$ cat src/rtl/core/lci_pkg.sv
// shared constants and types for the line colour interpolator
package lci_pkg;

	localparam int CHAN_BITS = 8;
	localparam int NUM_CHANS = 4;
	localparam int DIV_STEPS = CHAN_BITS;
	localparam int LANE_LAT  = DIV_STEPS + 3;
	localparam int PIPE_LAT  = LANE_LAT + 1;

	localparam logic [CHAN_BITS-1:0] CHAN_MAX = '1;
	localparam logic [CHAN_BITS-1:0] CHAN_MIN = '0;

	typedef logic [CHAN_BITS-1:0] chan_t;

endpackage

$ cat src/rtl/core/lci_dist.sv
// manhattan distances from the line start to the point and to the end
module lci_dist #(
	parameter int COORD_BITS = 16
) (
	input  logic                         clk,
	input  logic signed [COORD_BITS-1:0] start_x,
	input  logic signed [COORD_BITS-1:0] start_y,
	input  logic signed [COORD_BITS-1:0] end_x,
	input  logic signed [COORD_BITS-1:0] end_y,
	input  logic signed [COORD_BITS-1:0] point_x,
	input  logic signed [COORD_BITS-1:0] point_y,
	output logic        [COORD_BITS:0]   num_s1,
	output logic        [COORD_BITS:0]   den_s1
);

	function automatic logic [COORD_BITS-1:0] abs_diff(
		input logic signed [COORD_BITS-1:0] a,
		input logic signed [COORD_BITS-1:0] b
	);
		logic signed [COORD_BITS:0] d;
		logic        [COORD_BITS:0] m;
		d = {a[COORD_BITS-1], a} - {b[COORD_BITS-1], b};
		m = d[COORD_BITS] ? (~d + 1'b1) : d;
		return m[COORD_BITS-1:0];
	endfunction

	logic [COORD_BITS:0] num;
	logic [COORD_BITS:0] den_raw;
	logic [COORD_BITS:0] den;

	always_comb begin
		num     = {1'b0, abs_diff(point_x, start_x)} + {1'b0, abs_diff(point_y, start_y)};
		den_raw = {1'b0, abs_diff(end_x, start_x)} + {1'b0, abs_diff(end_y, start_y)};
		den     = (den_raw == '0) ? (COORD_BITS+1)'(1) : den_raw;
	end

	always_ff @(posedge clk) begin
		num_s1 <= num;
		den_s1 <= den;
	end

endmodule

$ cat src/rtl/core/lci_lane.sv
// one colour channel: span times distance, restoring divide, saturate
module lci_lane import lci_pkg::*; #(
	parameter int COORD_BITS = 16
) (
	input  logic                clk,
	input  chan_t               s_chan,
	input  chan_t               e_chan,
	input  logic [COORD_BITS:0] num,
	input  logic [COORD_BITS:0] den,
	output chan_t               chan_out
);

	localparam int DW = COORD_BITS + 1;
	localparam int PW = DW + CHAN_BITS;

	chan_t          s_s2, s_s3;
	logic           rise_s2, rise_s3;
	logic [PW-1:0]  prod_s2, rem_s3;
	logic [DW-1:0]  den_s2, den_s3;
	logic           ovf_s3;

	logic [PW-1:0]  rem_sd  [DIV_STEPS];
	chan_t          quo_sd  [DIV_STEPS];
	logic [DW-1:0]  den_sd  [DIV_STEPS];
	chan_t          s_sd    [DIV_STEPS];
	logic           rise_sd [DIV_STEPS];
	logic           ovf_sd  [DIV_STEPS];

	chan_t          span;
	logic [CHAN_BITS:0] sum;
	chan_t          res;

	always_comb begin
		span = (s_chan < e_chan) ? (e_chan - s_chan) : (s_chan - e_chan);
	end

	always_ff @(posedge clk) begin
		s_s2    <= s_chan;
		rise_s2 <= s_chan < e_chan;
		prod_s2 <= PW'(span) * PW'(num);
		den_s2  <= den;
	end

	always_ff @(posedge clk) begin
		s_s3    <= s_s2;
		rise_s3 <= rise_s2;
		rem_s3  <= prod_s2;
		den_s3  <= den_s2;
		ovf_s3  <= prod_s2 >= {den_s2, {CHAN_BITS{1'b0}}};
	end

	for (genvar k = 0; k < DIV_STEPS; k++) begin : g_div
		localparam int BIT = DIV_STEPS - 1 - k;
		logic [PW-1:0] rem_in;
		logic [DW-1:0] den_in;
		chan_t         quo_in;
		chan_t         s_in;
		logic          rise_in;
		logic          ovf_in;
		logic [PW-1:0] dsh;
		logic          ge;

		if (k == 0) begin : g_first
			always_comb begin
				rem_in  = rem_s3;
				den_in  = den_s3;
				quo_in  = '0;
				s_in    = s_s3;
				rise_in = rise_s3;
				ovf_in  = ovf_s3;
			end
		end else begin : g_next
			always_comb begin
				rem_in  = rem_sd[k-1];
				den_in  = den_sd[k-1];
				quo_in  = quo_sd[k-1];
				s_in    = s_sd[k-1];
				rise_in = rise_sd[k-1];
				ovf_in  = ovf_sd[k-1];
			end
		end

		always_comb begin
			dsh = PW'(den_in) << BIT;
			ge  = rem_in >= dsh;
		end

		always_ff @(posedge clk) begin
			rem_sd[k]  <= ge ? (rem_in - dsh) : rem_in;
			quo_sd[k]  <= quo_in | (chan_t'(ge) << BIT);
			den_sd[k]  <= den_in;
			s_sd[k]    <= s_in;
			rise_sd[k] <= rise_in;
			ovf_sd[k]  <= ovf_in;
		end
	end

	always_comb begin
		sum = {1'b0, s_sd[DIV_STEPS-1]} + {1'b0, quo_sd[DIV_STEPS-1]};
		if (rise_sd[DIV_STEPS-1]) begin
			res = (ovf_sd[DIV_STEPS-1] || sum[CHAN_BITS]) ? CHAN_MAX : sum[CHAN_BITS-1:0];
		end else begin
			res = (ovf_sd[DIV_STEPS-1] || (quo_sd[DIV_STEPS-1] > s_sd[DIV_STEPS-1]))
				? CHAN_MIN : (s_sd[DIV_STEPS-1] - quo_sd[DIV_STEPS-1]);
		end
	end

	always_ff @(posedge clk) begin
		chan_out <= res;
	end

endmodule

$ cat src/rtl/core/line_colour_interpolator.sv
// top level of the line colour interpolator
//
// usage: drive the six coordinates and the two 32-bit colours and pulse
// start; a request is taken at every rising edge where start is high and
// busy is low. busy never rises, so one request can be taken every cycle.
// each request yields exactly one mixed_colour, shown for one cycle with
// done high, once the request has passed through the distance stage and
// every lane stage.
// the path is one distance stage, then four channel lanes in parallel, each
// with a multiply stage, a range check stage, eight restoring divide stages
// (one quotient bit each) and a saturate stage; the lane outputs are joined
// into mixed_colour. throughput is one request per cycle.
// reset clears the valid pipeline only, so no done pulse appears for
// requests in flight at reset. the receiver cannot stall: a result must be
// captured in the cycle that done is high.
module line_colour_interpolator import lci_pkg::*; #(
	parameter int COORD_BITS = 16
) (
	input  logic                         clk,
	input  logic                         arst_n,
	input  logic                         start,
	output logic                         busy,
	input  logic signed [COORD_BITS-1:0] start_x,
	input  logic signed [COORD_BITS-1:0] start_y,
	input  logic signed [COORD_BITS-1:0] end_x,
	input  logic signed [COORD_BITS-1:0] end_y,
	input  logic signed [COORD_BITS-1:0] point_x,
	input  logic signed [COORD_BITS-1:0] point_y,
	input  logic        [31:0]           start_colour,
	input  logic        [31:0]           end_colour,
	output logic                         done,
	output logic        [31:0]           mixed_colour
);

	logic [COORD_BITS:0] num_s1;
	logic [COORD_BITS:0] den_s1;
	logic [31:0]         start_colour_s1;
	logic [31:0]         end_colour_s1;
	logic [PIPE_LAT-1:0] vld_q;
	chan_t               lane_out [NUM_CHANS];

	assign busy = 1'b0;

	lci_dist #(
		.COORD_BITS(COORD_BITS)
	) u_dist (
		.clk     (clk),
		.start_x (start_x),
		.start_y (start_y),
		.end_x   (end_x),
		.end_y   (end_y),
		.point_x (point_x),
		.point_y (point_y),
		.num_s1  (num_s1),
		.den_s1  (den_s1)
	);

	always_ff @(posedge clk) begin
		start_colour_s1 <= start_colour;
		end_colour_s1   <= end_colour;
	end

	for (genvar c = 0; c < NUM_CHANS; c++) begin : g_lane
		lci_lane #(
			.COORD_BITS(COORD_BITS)
		) u_lane (
			.clk      (clk),
			.s_chan   (start_colour_s1[c*CHAN_BITS +: CHAN_BITS]),
			.e_chan   (end_colour_s1[c*CHAN_BITS +: CHAN_BITS]),
			.num      (num_s1),
			.den      (den_s1),
			.chan_out (lane_out[c])
		);
		assign mixed_colour[c*CHAN_BITS +: CHAN_BITS] = lane_out[c];
	end

	always_ff @(posedge clk or negedge arst_n) begin
		if (!arst_n) begin
			vld_q <= '0;
		end else begin
			vld_q <= {vld_q[PIPE_LAT-2:0], start && !busy};
		end
	end

	assign done = vld_q[PIPE_LAT-1];

	a_done_from_request: assert property (@(posedge clk) disable iff (!arst_n)
		done |-> $past(start && !busy, PIPE_LAT))
		else $error("result without a request");

	a_point_at_start: assert property (@(posedge clk) disable iff (!arst_n)
		done && $past(point_x == start_x && point_y == start_y, PIPE_LAT)
		|-> mixed_colour == $past(start_colour, PIPE_LAT))
		else $error("point at start must give start colour");

	a_point_at_end: assert property (@(posedge clk) disable iff (!arst_n)
		done && $past(point_x == end_x && point_y == end_y
			&& (start_x != end_x || start_y != end_y), PIPE_LAT)
		|-> mixed_colour == $past(end_colour, PIPE_LAT))
		else $error("point at end must give end colour");

	a_equal_channel: assert property (@(posedge clk) disable iff (!arst_n)
		done && $past(start_colour[31:24] == end_colour[31:24], PIPE_LAT)
		|-> mixed_colour[31:24] == $past(start_colour[31:24], PIPE_LAT))
		else $error("equal channel must pass through");

endmodule
$ cat config.mk
export PLATFORM = sky130hd
export DESIGN_NAME = line_colour_interpolator
export DESIGN_NICKNAME = d
export VERILOG_FILES = /design/src/rtl/core/lci_pkg.sv /design/src/rtl/core/lci_dist.sv /design/src/rtl/core/lci_lane.sv /design/src/rtl/core/line_colour_interpolator.sv
export SDC_FILE = /design/constraint.sdc
export NUM_CORES = 2
export LEC_CHECK = 0
export BUFFER_PORTS_ARGS = -buffer_cell sky130_fd_sc_hd__buf_2
export CELL_PAD_IN_SITES_DETAIL_PLACEMENT = 0
export CELL_PAD_IN_SITES_GLOBAL_PLACEMENT = 1
export CORE_MARGIN = 8
export CORE_UTILIZATION = 38
export CTS_BUF_LIST = sky130_fd_sc_hd__clkbuf_4 sky130_fd_sc_hd__clkbuf_8
export DETAILED_ROUTE_END_ITERATION = 12
export HOLD_SLACK_MARGIN = 0.03
export PLACE_DENSITY = 0.63
export SYNTH_ARGS = -nofsm -noshare
export SYNTH_HDL_FRONTEND = slang
export SYNTH_HIERARCHICAL = 1
export SYNTH_SLANG_ARGS = --single-unit
$ cat constraint.sdc
create_clock -name clk -period 8.51 [get_ports clk]
set_input_delay 1.702 -clock clk [delete_from_list [all_inputs] [get_ports clk]]
set_output_delay 1.702 -clock clk [all_outputs]
set_load 0.03 [all_outputs]
==> impl_metrics.toml <==
[cts]
clkSinkCount = 2194
hold_buffers = 0
path_clk_slew_ps = 70
cts_tree = "done"
post_cts_buffers = 0
clk_path_buf_depth = 4
cts.root.buffer_cell = "clkbuf_8"
clock_latency_ps = 1030
cts_buffers = 374
htreeDepth = 5
cts_resized = 0

[sta]
max-slew-margin-rel_pct = 7.02
hold_violations = 0
tightest_slew_ps = 1390
min_period_over_period_pct = 92.4
setup_viol = 0
period_needed_ps = 7860
final.setup_skew_ps = 61.7
maxClockFrequency_mhz = 127
tns_ps = 0
rsz0062_at_grt = "no"
maxSlewViolCount = 0

[layout]
layout-drive-gt1-share_pct = 10.2
nFillCells = 27855
area_delta_synth_final_pct = 12.7
final_cells = 15927
nets = 13426

[setup_path]
end_kind = "register"
worstSetupPathType = "reg2reg"
worstSetupStartpointType = "register"
crit_fanout = 12
required_ps = 9430
worst-endpoint-arrival_ps = 8780

[global_route]
grt_pass1_wl_um = 430000
grt_start_max_net_pins = 45
grtUsageTotal_pct = 17.0
antenna_found_initial = 44
gr-total-overflow = 0
grt_pass1_vias = 79533

[logic_synthesis]
yosysWarningCount = 6
synth_edf_count = 0
ys_ff_latch = 2194
syn_nets = 12990
syn-cell-area_um2 = 110000
yosysSeqAreaShare_pct = 39.9
ys_types = 132
syn_inst = 11395
synth_flop_cell = "dfxtp_1"
async_reset_ff_share_pct = 0.547
syn_avg_cell_area_um2 = 9.67

[floorplan]
ios = 197
die-area_um2 = 307000
die_h_um = 554
initial_utilization_pct = 38.2
row_count = 197
die_w_um = 554
fp.coreArea_um2 = 288000

[route]
avgViaCountPerCell = 4.96
first_pass_iters = 6
antenna_left = 0
wl_per_cell_um = 17.0
vias = 79059
drc_errors = 0
wl_um = 270000
drt_iter0_markers = 4162

[placement]
port_buffers = 195
gp_congestion = 0.871
dp_cells = 15236
dpl.hpwl_um = 213000

[min_path]
hp-class = "reg2reg"

[run]
maxCapViolations = 0

[outcome]
status = "completed"
sequential cells by signal, indices dropped and copies added, names as in the netlist, 68 cells and up:
name	cells
g_lane.u_lane/rem_sd	700
g_lane.u_lane/den_sd	476
g_lane.u_lane/s_sd	256
g_lane.u_lane/quo_sd	144
g_lane.u_lane/g_div.rem_in	100
g_lane.u_lane/prod_s2	100
g_lane.u_lane/den_s2	68
g_lane.u_lane/den_s3	68
metal layers:
layer,track usage (%),vias up,wire length (um)
li1,-,39768,-
met1,22.5,37146,127000
met2,27.9,1653,120000
met5,0,-,64
met4,5.50,10,9380
met3,3.35,482,14000
area by class of cell:
| class | count | area, um2 | share of cell area, % |
|---|---|---|---|
| multi-input cells | 7575 | 60000 | 48.3 |
| diodes | 18 | 45.0 | 0.0363 |
| flip-flops and latches | 2194 | 44000 | 35.4 |
| well taps | 3781 | 4730 | 3.81 |
| repair buffers | 276 | 1580 | 1.28 |
| inverters | 1410 | 5290 | 4.26 |
| clock inverters | 108 | 1400 | 1.13 |
| clock buffers | 565 | 7190 | 5.79 |
worst max-delay path, stage by stage (launching register included):
cell	delay (ps)
dfxtp_1	330
inv_1	80
ha_1	150
inv_1	50
fa_1	390
a21o_1	180
a21oi_1	330
o221ai_2	350
mux2i_1	270
o311ai_1	170
xnor2_1	750
buf_4	280
and2_1	140
fa_1	440
fa_1	460
fa_1	510
inv_1	50
fa_1	530
inv_1	40
ha_1	380
a221oi_1	300
o21ai_0	140
a221oi_1	390
a31oi_1	260
a31oi_1	260
mux2_2	350
a211oi_1	190
final timing paths:
| kind | to | startpoint | depth (start not counted) | slack, ps |
|---|---|---|---|---|
| worst max register to register | g_lane[0].u_lane/prod_s2[22]$_DFF_P_ | start_colour_s1[0]$_DFF_P_ | 26 | 650 |
| worst min register to register | g_lane[1].u_lane/quo_sd[1][7]$_DFF_P_ | g_lane[1].u_lane/quo_sd[0][31]$_DFF_P_ | 0 | 270 |
| max in group asynchronous | vld_q[1]$_DFF_PN0_ | arst_n | 1 | 7740 |
| worst min-delay path | g_lane[1].u_lane/quo_sd[1][7]$_DFF_P_ | g_lane[1].u_lane/quo_sd[0][31]$_DFF_P_ | 0 | 270 |
| worst max-delay path | g_lane[0].u_lane/prod_s2[22]$_DFF_P_ | start_colour_s1[0]$_DFF_P_ | 26 | 650 |
| min in group asynchronous | vld_q[8]$_DFF_PN0_ | arst_n | 1 | 560 |
stage by stage:
step           instance area, um2  utilization [%]  hold WS [ps]  setup slack, ps
4_1_cts                    124000             43.1           261              614
3_3_place_gp               116000             40.1           311              748
6_report                   124000             43.1           270              648
3_5_place_dp               116000             40.1           312              659
5_1_grt                    124000             43.1           275             14.6
2_1_floorplan              110000                -           310             1430
logic make-up (layout without fill, tap and decap cells):
| family | after synthesis | count (layout) | synth area share, % |
|---|---|---|---|
| AND/OR/NAND/NOR | 2847 | 2847 | 13.5 |
| adder cells (fa/ha/maj) | 1432 | 1432 | 19.1 |
| flip-flops | 2194 | 2194 | 39.9 |
| buffers and inverters | 1626 | 2359 | 5.71 |
| AO/OA/AOI/OAI | 2476 | 2476 | 14.8 |
| multiplexers | 190 | 190 | 1.91 |
| XOR/XNOR | 629 | 629 | 5.01 |
| other | 1 | 19 | 0.00340 |
layout by cell type, fill, tap and decap left out, types with 47 or more instances in the layout:
master       n
nor2_1     638
mux2i_1     50
o21bai_1    71
nand2b_1   143
buf_4       81
o31ai_1     64
clkbuf_8   471
xor2_1     259
o211ai_1    50
buf_2      195
nand3_1    152
nor2b_1    265
nand2_1    576
a31oi_1     91
nand4_1     98
dfxtp_1   2181
nor4_1      67
o21a_1     165
o31a_1      47
a211oi_1    82
fa_1       410
or3_1       61
nor3_1     164
a21o_1     274
xnor2_1    369
and3_1      74
and2_1     349
clkbuf_4    94
ha_1      1022
o21ai_0    494
mux2_2     112
inv_1     1403
a21oi_1    696
cells in the mapped netlist, types with 42 or more instances:
library cell     n  area, um2
o21ai_0        495       2480
mux2_2         112       1260
ha_1          1022      12800
a211oi_1        83        623
o31ai_1         67        503
dfxtp_1       2182      43700
fa_1           410       8210
and3_1          74        463
xor2_1         259       2270
a21oi_1        696       3480
and2_1         349       2180
o211ai_1        50        375
o21a_1         165       1240
nand2_1        576       2160
nor4_1          67        419
nor3b_1         42        315
nand3_1        152        761
nand2b_1       143        895
nor2_1         638       2390
nor3_1         164        821
xnor2_1        369       3230
or3_1           61        382
o31a_1          47        412
a31oi_1         93        582
inv_1         1403       5270
mux2i_1         53        531
nor2b_1        265       1660
o21bai_1        71        533
nand4_1         98        613
clkbuf_1       151        567
a21o_1         274       2060
Power is left out: the tool's default activity adds up to more than one toggle a clock period on the data nets, which glitch-free logic cannot reach.
